==> config.mk <==
export PLATFORM = sky130hd
export DESIGN_NAME = flight_phase_roll_controller_flat
export DESIGN_NICKNAME = d
export VERILOG_FILES = /design/src/hdl/fprc_pkg.sv /design/src/hdl/fprc_sample_if.sv /design/src/hdl/fprc_result_if.sv /design/src/hdl/fprc_cfg_if.sv /design/src/hdl/fprc_cfg_regs.sv /design/src/hdl/fprc_phase_fsm.sv /design/src/hdl/fprc_roll_law.sv /design/src/hdl/flight_phase_roll_controller.sv /design/src/flat_wrapper.sv
export VERILOG_INCLUDE_DIRS = /design/src /design/src/hdl
export SDC_FILE = /design/constraint.sdc
export NUM_CORES = 1
export LEC_CHECK = 0
export BUFFER_PORTS_ARGS = -buffer_cell sky130_fd_sc_hd__buf_2
export CAP_MARGIN = 0
export CORE_MARGIN = 5
export CORE_UTILIZATION = 50
export CTS_CLUSTER_DIAMETER = 150
export DETAILED_ROUTE_END_ITERATION = 12
export PLACE_DENSITY = 0.72
export SKIP_LAST_GASP = 1
export SLEW_MARGIN = 20
export SYNTH_ARGS = -nofsm -noshare
export SYNTH_HDL_FRONTEND = slang
export SYNTH_SLANG_ARGS = --single-unit
==> constraint.sdc <==
create_clock -name clk -period 12.6 [get_ports clk]
set_input_delay 1.26 -clock clk [delete_from_list [all_inputs] [get_ports clk]]
set_output_delay 1.26 -clock clk [all_outputs]
set_load 0.005 [all_outputs]
==> src/hdl/flight_phase_roll_controller_assert.svh <==
// Assertion shorthands shared by the RTL. Sampled on clk, off while arst_n is low.
`ifndef FLIGHT_PHASE_ROLL_CONTROLLER_ASSERT_SVH
`define FLIGHT_PHASE_ROLL_CONTROLLER_ASSERT_SVH

// Same-cycle implication.
`define FPRC_ASSERT_NOW(lbl, ante, cons, msg) \
	lbl: assert property (@(posedge clk) disable iff (!arst_n) (ante) |-> (cons)) \
		else $error(msg);

// Next-cycle implication.
`define FPRC_ASSERT_NEXT(lbl, ante, cons, msg) \
	lbl: assert property (@(posedge clk) disable iff (!arst_n) (ante) |=> (cons)) \
		else $error(msg);

`endif

==> src/hdl/fprc_pkg.sv <==
`default_nettype none

package fprc_pkg;

	// Phase codes
	localparam logic [2:0] PH_IDLE    = 3'd0;
	localparam logic [2:0] PH_LAUNCH  = 3'd1;
	localparam logic [2:0] PH_BOOST   = 3'd2;
	localparam logic [2:0] PH_BURNOUT = 3'd3;
	localparam logic [2:0] PH_COAST   = 3'd4;

	// Register indexes
	localparam logic [2:0] REG_LAUNCH_ACCEL_THRESHOLD = 3'd0;
	localparam logic [2:0] REG_LAUNCH_HOLD_TICKS      = 3'd1;
	localparam logic [2:0] REG_COAST_ACCEL_THRESHOLD  = 3'd2;
	localparam logic [2:0] REG_COAST_HOLD_TICKS       = 3'd3;
	localparam logic [2:0] REG_ROLL_GAIN              = 3'd4;
	localparam logic [2:0] REG_ROLL_DEADBAND          = 3'd5;
	localparam logic [2:0] REG_ROLL_CUTOFF_ALTITUDE   = 3'd6;
	localparam logic [2:0] REG_INITIAL_ANGLE          = 3'd7;

	// Register reset values
	localparam logic signed [15:0] RST_LAUNCH_ACCEL_THRESHOLD = 16'sd16384;
	localparam logic [31:0]        RST_LAUNCH_HOLD_TICKS      = 32'd1000;
	localparam logic signed [15:0] RST_COAST_ACCEL_THRESHOLD  = 16'sd0;
	localparam logic [31:0]        RST_COAST_HOLD_TICKS       = 32'd1000;
	localparam logic [15:0]        RST_ROLL_GAIN              = 16'd256;
	localparam logic [14:0]        RST_ROLL_DEADBAND          = 15'd0;
	localparam logic signed [19:0] RST_ROLL_CUTOFF_ALTITUDE   = 20'sd0;
	localparam logic [7:0]         RST_INITIAL_ANGLE          = 8'd0;

	localparam int CLAMP_SPAN = 15;
	localparam int ANGLE_MAX  = 180;

	typedef struct packed {
		logic signed [15:0] accel_z;
		logic [31:0]        time_now;
		logic signed [15:0] roll_rate_in;
		logic signed [19:0] altitude_in;
	} sample_t;

	typedef struct packed {
		logic [2:0] flight_phase;
		logic       servo_write;
		logic [7:0] servo_angle;
	} result_t;

	typedef struct packed {
		logic signed [15:0] launch_accel_threshold;
		logic [31:0]        launch_hold_ticks;
		logic signed [15:0] coast_accel_threshold;
		logic [31:0]        coast_hold_ticks;
		logic [15:0]        roll_gain;
		logic [14:0]        roll_deadband;
		logic signed [19:0] roll_cutoff_altitude;
		logic [7:0]         initial_angle;
	} cfg_t;

endpackage

`default_nettype wire

==> src/hdl/fprc_sample_if.sv <==
`default_nettype none

interface fprc_sample_if;
	import fprc_pkg::*;

	logic    valid;
	logic    ready;
	sample_t data;

	modport source(output valid, output data, input ready);
	modport sink(input valid, input data, output ready);
endinterface

`default_nettype wire

==> src/hdl/fprc_result_if.sv <==
`default_nettype none

interface fprc_result_if;
	import fprc_pkg::*;

	logic    valid;
	logic    ready;
	result_t data;

	modport source(output valid, output data, input ready);
	modport sink(input valid, input data, output ready);
endinterface

`default_nettype wire

==> src/hdl/fprc_cfg_if.sv <==
`default_nettype none

interface fprc_cfg_if;
	logic        valid;
	logic        ready;
	logic [2:0]  index;
	logic [31:0] data;

	modport source(output valid, output index, output data, input ready);
	modport sink(input valid, input index, input data, output ready);
endinterface

`default_nettype wire

==> src/hdl/fprc_cfg_regs.sv <==
`default_nettype none

module fprc_cfg_regs (
	input  wire logic           clk,
	input  wire logic           arst_n,
	fprc_cfg_if.sink            cfg,
	output fprc_pkg::cfg_t      regs
);
	import fprc_pkg::*;

	cfg_t regs_q;

	assign cfg.ready = 1'b1;
	assign regs      = regs_q;

	always_ff @(posedge clk or negedge arst_n) begin
		if (!arst_n) begin
			regs_q.launch_accel_threshold <= RST_LAUNCH_ACCEL_THRESHOLD;
			regs_q.launch_hold_ticks      <= RST_LAUNCH_HOLD_TICKS;
			regs_q.coast_accel_threshold  <= RST_COAST_ACCEL_THRESHOLD;
			regs_q.coast_hold_ticks       <= RST_COAST_HOLD_TICKS;
			regs_q.roll_gain              <= RST_ROLL_GAIN;
			regs_q.roll_deadband          <= RST_ROLL_DEADBAND;
			regs_q.roll_cutoff_altitude   <= RST_ROLL_CUTOFF_ALTITUDE;
			regs_q.initial_angle          <= RST_INITIAL_ANGLE;
		end else if (cfg.valid && cfg.ready) begin
			unique case (cfg.index)
				REG_LAUNCH_ACCEL_THRESHOLD: regs_q.launch_accel_threshold <= cfg.data[15:0];
				REG_LAUNCH_HOLD_TICKS:      regs_q.launch_hold_ticks      <= cfg.data;
				REG_COAST_ACCEL_THRESHOLD:  regs_q.coast_accel_threshold  <= cfg.data[15:0];
				REG_COAST_HOLD_TICKS:       regs_q.coast_hold_ticks       <= cfg.data;
				REG_ROLL_GAIN:              regs_q.roll_gain              <= cfg.data[15:0];
				REG_ROLL_DEADBAND:          regs_q.roll_deadband          <= cfg.data[14:0];
				REG_ROLL_CUTOFF_ALTITUDE:   regs_q.roll_cutoff_altitude   <= cfg.data[19:0];
				REG_INITIAL_ANGLE:          regs_q.initial_angle          <= cfg.data[7:0];
			endcase
		end
	end

endmodule

`default_nettype wire

==> src/hdl/fprc_phase_fsm.sv <==
`default_nettype none
`include "flight_phase_roll_controller_assert.svh"

module fprc_phase_fsm #(
	parameter int TIMESTAMP_BITS = 32
) (
	input  wire logic             clk,
	input  wire logic             arst_n,
	input  wire logic             advance,
	input  wire fprc_pkg::sample_t smp,
	input  wire fprc_pkg::cfg_t   regs,
	output logic [2:0]            next_phase
);
	import fprc_pkg::*;

	localparam int TW = TIMESTAMP_BITS;
	localparam int CW = (TW > 32) ? TW : 32;

	logic [2:0]    phase_q;
	logic [TW-1:0] launch_start_q;
	logic [TW-1:0] burnout_start_q;

	logic [CW-1:0] now_ext;
	logic [TW-1:0] now_ts;
	logic [TW-1:0] launch_elapsed;
	logic [TW-1:0] burnout_elapsed;
	logic          launch_held;
	logic          burnout_held;

	assign now_ext         = CW'(smp.time_now);
	assign now_ts          = now_ext[TW-1:0];
	assign launch_elapsed  = now_ts - launch_start_q;
	assign burnout_elapsed = now_ts - burnout_start_q;
	assign launch_held     = CW'(launch_elapsed) > CW'(regs.launch_hold_ticks);
	assign burnout_held    = CW'(burnout_elapsed) > CW'(regs.coast_hold_ticks);

	always_comb begin
		next_phase = phase_q;
		unique case (phase_q)
			PH_IDLE: begin
				if (smp.accel_z > regs.launch_accel_threshold) next_phase = PH_LAUNCH;
			end
			PH_LAUNCH: begin
				if (smp.accel_z < regs.launch_accel_threshold) next_phase = PH_IDLE;
				else if (launch_held) next_phase = PH_BOOST;
			end
			PH_BOOST: begin
				if (smp.accel_z < regs.coast_accel_threshold) next_phase = PH_BURNOUT;
			end
			PH_BURNOUT: begin
				if (smp.accel_z > regs.coast_accel_threshold) next_phase = PH_BOOST;
				else if (burnout_held) next_phase = PH_COAST;
			end
			default: next_phase = phase_q;
		endcase
	end

	always_ff @(posedge clk or negedge arst_n) begin
		if (!arst_n) begin
			phase_q         <= PH_IDLE;
			launch_start_q  <= '0;
			burnout_start_q <= '0;
		end else if (advance) begin
			phase_q <= next_phase;
			if (phase_q == PH_IDLE && next_phase == PH_LAUNCH) launch_start_q <= now_ts;
			if (phase_q == PH_BOOST && next_phase == PH_BURNOUT) burnout_start_q <= now_ts;
		end
	end

	`FPRC_ASSERT_NEXT(a_coast_terminal, phase_q == PH_COAST, phase_q == PH_COAST,
		"phase left coast")
	`FPRC_ASSERT_NEXT(a_idle_exit, phase_q == PH_IDLE,
		phase_q == PH_IDLE || phase_q == PH_LAUNCH, "idle moved past launch detect")
	`FPRC_ASSERT_NEXT(a_launch_stamp,
		advance && phase_q == PH_IDLE && next_phase == PH_LAUNCH,
		launch_start_q == $past(now_ts), "launch start time not captured")

endmodule

`default_nettype wire

==> src/hdl/fprc_roll_law.sv <==
`default_nettype none

module fprc_roll_law (
	input  wire fprc_pkg::cfg_t    regs,
	input  wire logic signed [15:0] spin_rate,
	input  wire logic signed [19:0] altitude,
	output logic [7:0]             angle
);
	import fprc_pkg::*;

	logic signed [16:0] gain_s;
	logic signed [32:0] prod;
	logic signed [33:0] neg_prod;
	logic signed [33:0] theta_full;
	logic signed [4:0]  theta_c;
	logic signed [16:0] rate_x;
	logic signed [16:0] db_x;
	logic signed [9:0]  init_x;
	logic signed [9:0]  raw;
	logic               active;

	assign gain_s   = signed'({1'b0, regs.roll_gain});
	assign prod     = gain_s * spin_rate;
	assign neg_prod = -(34'(prod));
	// divide by 256 rounding toward zero
	assign theta_full = (neg_prod + (neg_prod[33] ? 34'sd255 : 34'sd0)) >>> 8;

	always_comb begin
		if (theta_full > 34'(CLAMP_SPAN)) theta_c = 5'(CLAMP_SPAN);
		else if (theta_full < -34'(CLAMP_SPAN)) theta_c = -5'(CLAMP_SPAN);
		else theta_c = theta_full[4:0];
	end

	assign rate_x = 17'(spin_rate);
	assign db_x   = signed'({2'b00, regs.roll_deadband});
	assign active = (rate_x > db_x || rate_x < -db_x) &&
		(altitude < regs.roll_cutoff_altitude);

	assign init_x = signed'({2'b00, regs.initial_angle});
	assign raw    = active ? (init_x + 10'(theta_c)) : init_x;

	always_comb begin
		if (raw < 10'sd0) angle = 8'd0;
		else if (raw > 10'(ANGLE_MAX)) angle = 8'(ANGLE_MAX);
		else angle = raw[7:0];
	end

endmodule

`default_nettype wire

==> src/hdl/flight_phase_roll_controller.sv <==
// Flight phase sequencer with proportional roll control. One sample goes in per beat
// on the sample channel and exactly one result comes out per sample on the result
// channel. A sample beat loads the input register; its result moves into the result
// register once that is empty or being read, and is offered from then on. A new sample
// is taken every clock while the result channel keeps up (the phase update and the
// single gain multiply are both combinational). A result waiting on the result channel
// holds up the input only once the input register is full as well.
// Config registers by index: 0 launch accel threshold, 1 launch hold ticks, 2 coast
// accel threshold, 3 coast hold ticks, 4 roll gain (Q8.8), 5 roll deadband, 6 roll
// cutoff altitude, 7 initial angle; write them only while no sample is in flight.
`default_nettype none
`include "flight_phase_roll_controller_assert.svh"

module flight_phase_roll_controller #(
	parameter int TIMESTAMP_BITS = 32
) (
	input  wire logic   clk,
	input  wire logic   arst_n,
	fprc_sample_if.sink sample,
	fprc_result_if.source result,
	fprc_cfg_if.sink    cfg
);
	import fprc_pkg::*;

	cfg_t       regs;
	sample_t    smp_s1;
	logic       valid_s1;
	result_t    res_s2;
	logic       valid_s2;
	logic       advance;
	logic       take;
	logic [2:0] next_phase;
	logic [7:0] law_angle;
	logic       coast;

	assign advance      = valid_s1 && (!valid_s2 || result.ready);
	assign sample.ready = !valid_s1 || advance;
	assign take         = sample.valid && sample.ready;

	fprc_cfg_regs u_cfg (
		.clk    (clk),
		.arst_n (arst_n),
		.cfg    (cfg),
		.regs   (regs)
	);

	fprc_phase_fsm #(
		.TIMESTAMP_BITS (TIMESTAMP_BITS)
	) u_fsm (
		.clk        (clk),
		.arst_n     (arst_n),
		.advance    (advance),
		.smp        (smp_s1),
		.regs       (regs),
		.next_phase (next_phase)
	);

	fprc_roll_law u_law (
		.regs      (regs),
		.spin_rate (smp_s1.roll_rate_in),
		.altitude  (smp_s1.altitude_in),
		.angle     (law_angle)
	);

	assign coast = (next_phase == PH_COAST);

	always_ff @(posedge clk or negedge arst_n) begin
		if (!arst_n) begin
			valid_s1 <= 1'b0;
			valid_s2 <= 1'b0;
		end else begin
			if (take) valid_s1 <= 1'b1;
			else if (advance) valid_s1 <= 1'b0;
			if (advance) valid_s2 <= 1'b1;
			else if (result.ready) valid_s2 <= 1'b0;
		end
	end

	always_ff @(posedge clk) begin
		if (take) smp_s1 <= sample.data;
		if (advance) begin
			res_s2.flight_phase <= next_phase;
			res_s2.servo_write  <= coast;
			res_s2.servo_angle  <= coast ? law_angle : 8'd0;
		end
	end

	assign result.valid = valid_s2;
	assign result.data  = res_s2;

	`FPRC_ASSERT_NOW(a_write_in_coast, result.valid,
		result.data.servo_write == (result.data.flight_phase == PH_COAST),
		"servo write disagrees with phase")
	`FPRC_ASSERT_NOW(a_angle_range, result.valid,
		result.data.servo_angle <= 8'(ANGLE_MAX), "servo angle above limit")
	`FPRC_ASSERT_NEXT(a_stall_holds_s1, valid_s1 && !advance,
		valid_s1 && $stable(smp_s1), "input register lost a stalled sample")

endmodule

`default_nettype wire

==> src/flat_wrapper.sv <==
// flat-port wrapper written by rule: the top's interface ports become plain ports
module flight_phase_roll_controller_flat import fprc_pkg::*;
#(
	parameter int TIMESTAMP_BITS = 32
)
  (clk, arst_n, sample_valid, sample_data, sample_ready, result_valid, result_data, result_ready, cfg_valid, cfg_index, cfg_data, cfg_ready);
  fprc_sample_if sample_i ();
  fprc_result_if result_i ();
  fprc_cfg_if cfg_i ();
  input  wire logic clk;
  input  wire logic arst_n;
  input wire logic [$bits(sample_i.valid)-1:0] sample_valid;
  input wire logic [$bits(sample_i.data)-1:0] sample_data;
  output wire logic [$bits(sample_i.ready)-1:0] sample_ready;
  output wire logic [$bits(result_i.valid)-1:0] result_valid;
  output wire logic [$bits(result_i.data)-1:0] result_data;
  input wire logic [$bits(result_i.ready)-1:0] result_ready;
  input wire logic [$bits(cfg_i.valid)-1:0] cfg_valid;
  input wire logic [$bits(cfg_i.index)-1:0] cfg_index;
  input wire logic [$bits(cfg_i.data)-1:0] cfg_data;
  output wire logic [$bits(cfg_i.ready)-1:0] cfg_ready;
  assign sample_i.valid = sample_valid;
  assign sample_i.data = sample_data;
  assign sample_ready = sample_i.ready;
  assign result_valid = result_i.valid;
  assign result_data = result_i.data;
  assign result_i.ready = result_ready;
  assign cfg_i.valid = cfg_valid;
  assign cfg_i.index = cfg_index;
  assign cfg_i.data = cfg_data;
  assign cfg_ready = cfg_i.ready;
  flight_phase_roll_controller #(.TIMESTAMP_BITS(TIMESTAMP_BITS)) u_core (.clk(clk), .arst_n(arst_n), .sample(sample_i), .result(result_i), .cfg(cfg_i));
endmodule
======== After elaboration in Yosys (flattened, before gate mapping) ========
Index checks and enable logic that the tools add are counted.
operators by class
  reduce and logical (&&, ||, !) cells .... 26
  mux-type cells .......................... 16
  bitwise gates (word level) .............. 1
  add/subtract/negate cells ............... 6
  order comparisons ....................... 13
  $mul .................................... 1
  equality and inequality tests ........... 13
operators with widths
  kind                 number
  $gt 32x32->1         2
  $sub 32x32->32       2
  $gt 16x16->1         3
  $add 34x9->34        1
  $neg 33->34          1
  $mul 17x16->33       1
  $lt 16x16->1         2
  $gt 26x5->1 const B  1
  $lt 26x5->1 const B  1
  $lt 20x20->1         1
  $reduce_and 2->1     10
  $mux 3               6
  $lt 16x17->1         1
  $neg 15->17          1
  $mux 8               2
  $eq 3x2->1 const B   5
  $eq 3x3->1 const B   5
  $pmux 3 s4           1
  $add 9x5->10         1
  $gt 10x9->1 const B  1
  $lt 10x1->1 const B  1
  $mux 10              1
  $mux 5               2
  $eq 3x1->1 const B   3
  other kinds (9)      21
word-level totals
  output and inout bits ................... 15
  input port bits ......................... 124
  word-level logic and storage cells ...... 97
  bits in registers ....................... 320

======== Depth between registers and ports, before layout ========
Gate-level depths: netlist of run 1.
  depth after elaboration ................. 11
  mapped depth ............................ 48
  depth with buffers taken out ............ 46

======== By module ========
Synthesis of run 1 repeated with hierarchy kept, for this count alone.
unflattened totals
  cells, all modules ...................... 3029
  area, all modules ....................... 30143.9 µm²
by module, submodules not included
  module                        times used  area an instance (µm²)  sequential area each (µm²)  cells an instance
  fprc_roll_law                 1           12793.5                 0.0                         1587
  fprc_phase_fsm                1           8381.8                  1676.6                      990
  fprc_cfg_regs                 1           5928.2                  3896.2                      339
  flight_phase_roll_controller  1           3040.4                  2932.8                      113

======== Worst setup path after synthesis of run 1 ========
OpenSTA, ideal clock, no wires.
  kind .................................... reg2reg
  start point ............................. reg u_core.u_cfg.regs_q, in the netlist u_core.u_cfg.regs[51]
  end point ............................... reg u_core.res_s2, in the netlist u_core.result.data[3], data pin
  library setup time ...................... 203 ps
  clock period less this slack ............ 10486 ps
  setup slack ............................. 2114 ps
  data arrival time ....................... 10284 ps
  data required time ...................... 12397 ps
  buffers on the path ..................... 2
  stages on the path, launching flop included .. 43
  cells stage by stage .................... dfstp_2 clkbuf_1 nand2_1 fa_1 inv_1 fa_1 fa_1 inv_1 fa_1 fa_1 inv_1 fa_1 inv_1 ha_1 buf_2 a21oi_1 o21ai_1 a21o_1 [... 7 more ...] a32o_1 nor4b_4 a311o_1 nor3_1 o22ai_1 o31ai_1 o21ai_0 ha_1 a21o_1 a21oi_1 nor2b_1 or2_0 or4_1 nor3_1 o21ai_1 xor2_1 a31oi_4 a2111oi_1
on the way
  word-level cells in the longest chain between the ends .. 11
  elaborated cells between the ends (all ways) .. 13
  those cells by class .................... add/sub: 3; mul: 1; order compare: 4; mux: 4; reduce/logical: 1
ends and longest elaborated chain
  item                                               RTL line                                  RTL
  start: declaration                                 fprc_cfg_regs.sv:11                       cfg_t regs_q;
  $mul 17x16->33 (*)                                 fprc_roll_law.sv:23                       assign prod = gain_s * spin_rate;
  $neg 33->34 (*)                                    fprc_roll_law.sv:24                       assign neg_prod = -(34'(prod));
  $mux 8                                             fprc_roll_law.sv:26                       assign theta_full = (neg_prod + (neg_prod[33] ? 34'sd255 : 34'sd0)) >>> 8;
  $add 34x9->34 (*)                                  fprc_roll_law.sv:26
  $lt 26x5->1                                        fprc_roll_law.sv:30                       else if (theta_full < -34'(CLAMP_SPAN)) theta_c = -5'(CLAMP_SPAN);
  $mux 5                                             fprc_roll_law.sv:30
  $mux 5 (*)                                         fprc_roll_law.sv:29                       if (theta_full > 34'(CLAMP_SPAN)) theta_c = 5'(CLAMP_SPAN);
  $add 9x5->10 (*)                                   fprc_roll_law.sv:40                       assign raw = active ? (init_x + 10'(theta_c)) : init_x;
  $mux 10 (*)                                        fprc_roll_law.sv:40
  $lt 10x1->1 / $gt 10x9->1 (equally long branches)  fprc_roll_law.sv:43, fprc_roll_law.sv:44
  $reduce_or 3->1 (no source line)                   --
  end: declaration                                   flight_phase_roll_controller.sv:28        result_t res_s2;
Mark *: on every way between the ends. The rest lies on a longest branch, timed or not.
A chain may end at the register's enable or synchronous reset.

======== Worst setup path after layout of run 1 ========
  start point ............................. reg u_core.smp_s1[27] (netlist bit)
  end point ............................... reg u_core.res_s2, in the netlist u_core.result.data[3], data pin
on the way
  word-level cells in the longest chain between the ends .. 11
  elaborated cells between the ends (all ways) .. 17
  those cells by class .................... add/sub: 3; mul: 1; order compare: 6; mux: 4; reduce/logical: 3
ends and longest elaborated chain
  item                                               RTL line                                  RTL
  start: declaration                                 flight_phase_roll_controller.sv:26        sample_t smp_s1;
  start signal: assignment                           flight_phase_roll_controller.sv:80        if (take) smp_s1 <= sample.data;
  $mul 17x16->33                                     fprc_roll_law.sv:23
  $neg 33->34                                        fprc_roll_law.sv:24
  $mux 8                                             fprc_roll_law.sv:26
  $add 34x9->34                                      fprc_roll_law.sv:26
  $lt 26x5->1                                        fprc_roll_law.sv:30
  $mux 5                                             fprc_roll_law.sv:30
  $mux 5                                             fprc_roll_law.sv:29
  $add 9x5->10                                       fprc_roll_law.sv:40
  $mux 10 (*)                                        fprc_roll_law.sv:40
  $lt 10x1->1 / $gt 10x9->1 (equally long branches)  fprc_roll_law.sv:43, fprc_roll_law.sv:44
  $reduce_or 3->1 (no source line)                   --
Marked as above.

==> results.md, run 1 <==
- First-pass GRT wire length: 110,000 µm
- DR vias: 21.0k
- Die footprint: 0.0630 mm²
- CP arrival: 12.00 ns
- Slew Limit Headroom: 31.2%
- Die outline width: 251 µm
- Critical Path End Type: flop
- Synth Area in Adders: 29.1%
- Actual slew at the worst max-slew pin: 1.02 ns
- Root buffer cell: clkbuf_16
- Clock Latency Late Sink: 0.52 ns
- Post-DP HPWL: 53,400 µm
- Worst setup SP type: flop
- Most used cell, CP: fa_1
- Area contributors post-synth: dfrtp_1 18%, ha_1 15%, fa_1 14%, edfxtp_1 9.9%, inv_1 6.8%
- Main combinational cell family by area after synthesis: adder cells
- Top FF cell, synth: dfrtp_1
- Core Area: 0.0576 mm²
- Synthesized Nets: 3,662
- H-tree depth: 2
- Status: complete, no violations
- Fmax: 0.0856 GHz
- Area growth syn-to-layout: 8.80%
- CTS max path bufs: 3
- Final setup fails: 0
- Critical Path Max Stage Delay: 0.81 ns
- Final Hold Vio Count: 0
- Worst Hold Class: flop to flop
- CTS clk-pin slew, worst paths: 0.06 ns
- Post-CTS Setup Bufs: 0
- Mapped Cells: 2,985
- CP max stage cell: edfxtp_1
- Post-synthesis compound-gate area fraction: 10.1%
- GR Overflow Total: 0
- Routed Antenna Nets: 0
- Final Wtd Congestion: 0.877
- Clock sink total: 320
- Post-synth EDFFs: 96
- Async SR Flop Fraction: 70.0%
- DR pass1 iterations: 5
- Avg Vias per Cell: 5.42
- Post-synth top cells: 524 x inv_1, 348 x ha_1, 241 x nand2_1
- Row cnt: 88
- Final net count: 3,769
- Critical path class: flop to flop
- Total CTS buffers: 34
- Fin Setup TNS: 0 ns
- Largest net degree at the start of global routing: 100
- Post-Route WL: 67,900 µm
- IO Count: 139
- CP required: 12.91 ns
- Top-count cell post-synth: inv_1
- Fraction of layout cells with a size suffix above 1: 13.3%
- Seq/Total Area, Yosys: 29.3%
- CTS tree: yes
- Vias in the first global route: 21.3k
- Post-synthesis mux area share: 6.48%
- Routed WL per cell: 17.5 µm
- XOR/XNOR share of the synthesized area: 3.20%
- DR iter-0 viols: 1,288
- CP max FO: 18
- Netlist Area Pre-Place: 0.0291 mm²
- Seq cells post-synth: 320
- Clk_skew: 0.0145 ns
- GRT Overall Usage: 21.4%
- Initial core utilization: 50.5%
- Crit path time final: 11.69 ns
- Port-buffer cells: 137
- DRC Markers: 0
- Synth top area share: 18.1%
- Simple-Gate Fraction of Synth Area: 13.9%
- WHS: 0.502 ns
- Final Max Tran Viols: 0
- Chip height: 251 µm
- Syn avg cell area: 9.73 µm²
- # resized after CTS: 0
- Post-CTS Hold Buffers: 0
- Initial antenna violation count: 3
- Max_cap viols: 0
- Final period util: 92.7%
- RSZ-0062 raised after global routing: false
- Cell taking the most area after synthesis: dfrtp_1
- Unique masters post-synth: 86
- YS warnings: 0
==> placed cells by master (no fill, tap or decap), types with 54 or more instances in the layout <==
cell      Yosys  routed
a21oi_1     105     105
edfxtp_1     96      96
nor2_1      108     108
nand2_1     241     241
mux2_2      160     160
xnor2_1      75      75
dfrtp_1     210     210
and2_1      149     148
a21o_1       54      54
o21ai_0     130     130
inv_1       524     524
ha_1        348     348
buf_2         5     136
fa_1        205     205
==> path summary, 6_finish.rpt <==
kind | cells past startpoint | end | startpoint | slack, ns
worst max register to register | 42 | u_core.result.data[3] | u_core.smp_s1[27] | 0.91
worst min-delay path | 1 | u_core.u_cfg.regs[19] | u_core.u_cfg.regs[19] | 0.50
worst max-delay path | 42 | u_core.result.data[3] | u_core.smp_s1[27] | 0.91
max in group asynchronous | 3 | u_core.u_cfg.regs[73] | arst_n | 9.63
worst min register to register | 1 | u_core.u_cfg.regs[19] | u_core.u_cfg.regs[19] | 0.50
min in group asynchronous | 1 | u_core.u_fsm.launch_start_q[30] | arst_n | 0.75
==> stage by stage <==
| step | cell area (µm²) | setup WS (ns) | util (%) | instances |
|---|---|---|---|---|
| 3_3_place_gp | 30500 | 1.26 | 53.0 | 3821 |
| 6_report | 31600 | 0.914 | 54.9 | 3886 |
| 4_1_cts | 31600 | 0.924 | 54.9 | 3883 |
| 2_1_floorplan | 29100 | 2.11 | - | 2985 |
| 5_1_grt | 31600 | 0.203 | 54.9 | 3885 |
| 3_5_place_dp | 30500 | 1.03 | 53.0 | 3821 |
==> cell type report <==
type,instances,area [µm²]
Antenna cell,3,7.51
Clock buffer,47,983
Tap cell,765,957
Clock inverter,15,106
Timing Repair Buffer,152,808
Sequential cell,320,8510
Inverter,524,1970
Fill cell,5120,26000
Multi-Input combinational cell,2060,18300
==> metal layers <==
metal / track usage [%] / wire [µm] / vias up
met4: 6.60 / 2150 / 0
met2: 36.7 / 32900 / 429
met5: 0 / 0 / -
met3: 2.72 / 3150 / 118
li1: - / - / 10184
met1: 28.5 / 29700 / 10312
==> worst max-delay path: cells and delay by family (launching register included) <==
kind,cells,cell delay (ns)
adder cells (fa/ha/maj),9,4.17
AO/OA/AOI/OAI,15,3.12
AND/OR/NAND/NOR,12,2.69
flip-flops,1,0.81
buffers and inverters,5,0.36
XOR/XNOR,1,0.31
==> flip-flops by register name, indices dropped and copies added (netlist names) <==
| name | count |
|---|---|
| u_core.u_cfg.regs | 155 |
| u_core.smp_s1 | 84 |
| u_core.u_fsm.burnout_start_q | 32 |
| u_core.u_fsm.launch_start_q | 32 |
| u_core.result.data | 12 |
| u_core.u_fsm.phase_q | 3 |
| u_core.result.valid | 1 |
| u_core.valid_s1 | 1 |
==> cells by family after synthesis <==
kind of cell	after synthesis
AO/OA/AOI/OAI	454
buffers and inverters	605
XOR/XNOR	103
other	1
flip-flops	320
adder cells (fa/ha/maj)	553
AND/OR/NAND/NOR	781
multiplexers	168
Power of run 1 is left out: the tool's default activity adds up to more than one toggle a clock period on the data nets, which glitch-free logic cannot reach.
==> run 2: changes to the inputs <==
Settings changed: CELL_PAD_IN_SITES_DETAIL_PLACEMENT from default to 1, CELL_PAD_IN_SITES_GLOBAL_PLACEMENT from default to 1, PLACE_DENSITY 0.72 to 0.87.
Clock period 12.6 ns to 11.4 ns, I/O delays scaled along.
==> run 2 against run 1 <==
  * Non-clock buffer count is 56 higher
  * Register-to-register slack worse by 0.57 ns
  * Sequential share of layout area is 0.57 points lower
  * Routed wire length is 38% higher
  * First-iteration DRC count is 16% higher
  * Worst setup slack worse by 0.57 ns
  * Clock-buffer cell count stayed put
  * Flip-flop and latch count stayed put
  * Global-route usage is 6.4 points higher
  * Critical path type unchanged
  * Critical endpoint is now u_core.result.data[2]
==> results.md, run 2 (synthesis results as in run 1) <==
- DRC Markers: 0
- Clock sink total: 320
- CP max FO: 7
- DR iter-0 viols: 1,491
- Final Max Tran Viols: 0
- Max_cap viols: 0
- Reg2reg start: u_core.smp_s1[33]
- Critical Path End Type: flop
- Fraction of layout cells with a size suffix above 1: 16.7%
- CP max stage cell: edfxtp_1
- GR Overflow Total: 0
- Fin Setup TNS: 0 ns
- Status: complete, no violations
- CTS max path bufs: 3
- Final Hold Vio Count: 0
- Avg Vias per Cell: 5.90
- CP arrival: 11.34 ns
- Max reg flops: 155
- Largest net degree at the start of global routing: 80
- CP endpoint: u_core.result.data[2]
- Critical Path Max Stage Delay: 0.59 ns
- Final period util: 97.0%
- Placed cell count: 3,837
- Core Area: 0.0576 mm²
- CP required: 11.68 ns
- Row cnt: 88
- Port-buffer cells: 137
- Fmax: 0.0905 GHz
- Routed Antenna Nets: 0
- Area growth syn-to-layout: 11.5%
- Slew Limit Headroom: 29.8%
- Clock Latency Late Sink: 0.57 ns
- Post-CTS Hold Buffers: 0
- Post-Route WL: 93,900 µm
- Final net count: 3,827
- Total CTS buffers: 36
- Hold Crit Start: u_core.u_fsm.launch_start_q[2]
- DR pass1 iterations: 5
- Most frequent cells in the layout: 523 x inv_1, 337 x ha_1, 238 x nand2_1
- Final std cells w/o fill: 3,944
- Routed WL per cell: 23.8 µm
- Final Wtd Congestion: 0.897
- Crit. Startpoint: u_core.smp_s1[33]
- FF-to-FF setup slack: 0.35 ns
- Critical path class: flop to flop
- H-tree depth: 2
- Pre-CTS setup slack: -0.399 ns
- Actual slew at the worst max-slew pin: 1.04 ns
- Root buffer cell: clkbuf_16
- Initial core utilization: 50.5%
- Worst r2r dst: u_core.result.data[2]
- GRT Overall Usage: 27.8%
- Die footprint: 0.0630 mm²
- DR vias: 23.3k
- Crit path time final: 11.05 ns
- Die outline width: 251 µm
- Worst Hold Class: flop to flop
- Initial antenna violation count: 3
- Final Core Density: 56.3%
- Chip height: 251 µm
- Vias in the first global route: 26.4k
- IO Count: 139
- Commonest non-fill, non-tap cell in the layout: inv_1
- Post-DP HPWL: 68,000 µm
- CTS clk-pin slew, worst paths: 0.07 ns
- Final WS setup: 0.346 ns
- First-pass GRT wire length: 141,000 µm
- Reg2reg path depth: 44
- CTS tree: yes
- Final setup fails: 0
- Clk_skew: 0.0385 ns
- Worst setup SP type: flop
## run 2: changes by cell type in the layout (fill, tap and decap cells not counted), moves of 4 or more
cell / change
ha_1: -11
ha_2: +8
buf_4: +53
clkbuf_8: +4
dfrtp_1: -14
nor2_1: -4
a21oi_1: -8
a21oi_2: +8
clkbuf_1: -5
dfrtp_2: +11
## run 2: how the worst min path moves through the flow
stage	endpoint	cells past startpoint	slack, ns
after floorplan	u_core.result.valid	1	0.46
after global placement	u_core.result.valid	1	0.48
after detailed placement	u_core.u_fsm.launch_start_q[28]	1	0.49
after CTS	u_core.u_fsm.launch_start_q[2]	1	0.51
after global routing	u_core.u_cfg.regs[89]	1	0.52
final	u_core.u_fsm.launch_start_q[2]	1	0.50
## run 2: layout make-up
cell class              count  area [µm²]
fillers                  6393       25200
multi-input cells        2060       18400
flip-flops and latches    320        8530
inverters                 524        1970
repair buffers            208        1260
clock buffers              47        1040
well taps                 765         957
clock inverters            18         198
diodes                      2        5.00
## run 2: metrics by stage
stage	instance area [µm²]	hold slack [ns]
2_1_floorplan	29100	0.457
4_1_cts	32100	0.508
3_5_place_dp	30600	0.494
6_report	32400	0.505
3_3_place_gp	30600	0.480
5_1_grt	32400	0.525
## run 2: worst max-delay path: cells and delay by family (launching register included)
family	cells	cell delay, ns
buffers and inverters	6	0.57
multiplexers	1	0.23
adder cells (fa/ha/maj)	10	4.10
AO/OA/AOI/OAI	16	3.80
XOR/XNOR	1	0.19
AND/OR/NAND/NOR	10	1.27
flip-flops	1	0.59
## run 2: layer usage
layer	track usage, %	vias up	wire length, µm
li1	-	10293	-
met1	31.3	11843	34500
met2	51.7	796	49200
met3	3.52	345	4300
met4	13.9	2	5880
met5	0	-	13
## run 2: timing repair
item                       in CTS  in global routing
gates cloned                    0                  0
pin swaps                       2                 15
buffers inserted               29                 11
setup endpoints to repair       8                  8
gates resized for setup        12                 51
Power of run 2 is left out for the same reason.
==> run 3: changes to the inputs <==
Settings changed: CORE_UTILIZATION 50 to 30, PLACE_DENSITY 0.87 to 0.59.
==> run 3 against run 2 <==
  * Global-route usage shrank 12 points
  * Flip-flop and latch count unchanged
  * Routed wire length fell by 14%
  * Via count decreased by 8.6%
  * Design area is 2.1% higher
  * Die area grew 64%
  * Maximum frequency up 1.9%
  * Non-clock buffer count grew 11
  * First-iteration DRC count decreased by 46%
  * Worst setup slack better by 0.21 ns
  * Critical path type unchanged
==> results.md, run 3 (synthesis results as in run 1) <==
- Row cnt: 114
- DR pass1 iterations: 5
- CP arrival: 11.13 ns
- GR Overflow Total: 0
- Final WS setup: 0.554 ns
- Vias in the first global route: 22.7k
- Chip height: 321 µm
- Filler instances: 11.2k
- WHS: 0.500 ns
- Die outline width: 321 µm
- Core Area: 0.0964 mm²
- CTS clk-pin slew, worst paths: 0.06 ns
- Crit path time final: 10.85 ns
- Critical Path Max Stage Delay: 0.55 ns
- Initial antenna violation count: 3
- Routed Antenna Nets: 0
- Total CTS buffers: 38
- WP buf/inv: 6
- CP required: 11.69 ns
- Max reg flops: 155
- IO Count: 139
- Clk_skew: 0.0268 ns
- Post-Route WL: 80,600 µm
- First-pass GRT wire length: 128,000 µm
- Root buffer cell: clkbuf_16
- Avg Vias per Cell: 4.76
- Slew Limit Headroom: 32.4%
- Final net count: 3,840
- Actual slew at the worst max-slew pin: 1.01 ns
- Final Max Tran Viols: 0
- DR iter-0 viols: 810
- Clock sink total: 320
- CTS tree: yes
- Area of the multi-input gates: 0.0183 mm²
- Final Core Density: 34.3%
- Routed WL per cell: 18.0 µm
- Port-buffer cells: 137
- Largest net degree at the start of global routing: 102
- Final Wtd Congestion: 0.799
- Fmax: 0.0922 GHz
- Critical Path End Type: flop
- Area growth syn-to-layout: 13.8%
- Final Hold Vio Count: 0
- Initial core utilization: 30.1%
- Most frequent cells in the layout: 523 x inv_1, 344 x ha_1, 241 x nand2_1
- Status: complete, no violations
- CP delay by family, top: adder cells
- Worst setup SP type: flop
- CP max FO: 9
- Pre-CTS setup slack: 0.101 ns
- Worst Hold Class: flop to flop
- Commonest non-fill, non-tap cell in the layout: inv_1
- Die footprint: 0.103 mm²
- DRC Markers: 0
- Final period util: 95.1%
- Max_cap viols: 0
- CP max stage cell: edfxtp_1
- GRT Overall Usage: 15.5%
- Final setup fails: 0
- Most used cell, CP: fa_1
- Post-DP HPWL: 64,300 µm
- Clock Latency Late Sink: 0.57 ns
- Seq. cell area: 0.00852 mm²
- CTS max path bufs: 3
- H-tree depth: 2
- Fraction of layout cells with a size suffix above 1: 16.2%
- Critical path class: flop to flop
- DR vias: 21.3k
[run 3: changes by cell type in the layout (fill, tap and decap cells not counted), moves of 4 or more]
cell      change
dfrtp_1       +4
ha_2          -4
buf_4         +9
a21oi_2       -5
ha_1          +7
a21oi_1       +5
clkbuf_1      +5
[run 3: repair_timing]
action,4_1_cts,5_1_grt
setup endpoints to repair,0,8
resized for setup,0,36
buffers inserted,0,47
hold buffers,0,0
[run 3: worst paths after layout]
path | from | end | slack, ns | depth (start not counted)
min in group asynchronous | arst_n | u_core.u_fsm.burnout_start_q[27] | 0.60 | 1
worst min register to register | u_core.valid_s1 | u_core.result.valid | 0.50 | 1
worst max register to register | u_core.smp_s1[29] | u_core.result.data[1] | 0.55 | 44
max in group asynchronous | arst_n | u_core.u_cfg.regs[140] | 8.58 | 3
worst min-delay path | u_core.valid_s1 | u_core.result.valid | 0.50 | 1
worst max-delay path | u_core.smp_s1[29] | u_core.result.data[1] | 0.55 | 44
[run 3: area by class of cell]
cell class | count | share of cell area [%]
Timing Repair Buffer | 219 | 4.08
Antenna cell | 1 | 0.00757
Clock inverter | 13 | 0.480
Tap cell | 1276 | 4.83
Multi-Input combinational cell | 2060 | 55.5
Inverter | 524 | 5.95
Clock buffer | 54 | 3.40
Sequential cell | 320 | 25.8
[run 3: per-stage QoR]
step	setup TNS [ns]	area, µm²	instances
6_report	0	33100	4467
5_1_grt	-0.134	33100	4466
4_1_cts	0	32600	4419
3_5_place_dp	0	31300	4352
3_3_place_gp	0	31300	4352
2_1_floorplan	0	29100	2985
[run 3: per-layer routing]
layer  part of all wire [%]  vias up  routed length (µm)  track usage [%]
li1                       -    10322                   -                -
met1                     45    10674               35900             19.9
met2                     51      187               40800             28.0
met3                    2.1       88                1690             1.37
met4                    2.7        0                2160             4.37
met5                      0        -                   0                0
Power of run 3 is left out for the same reason.
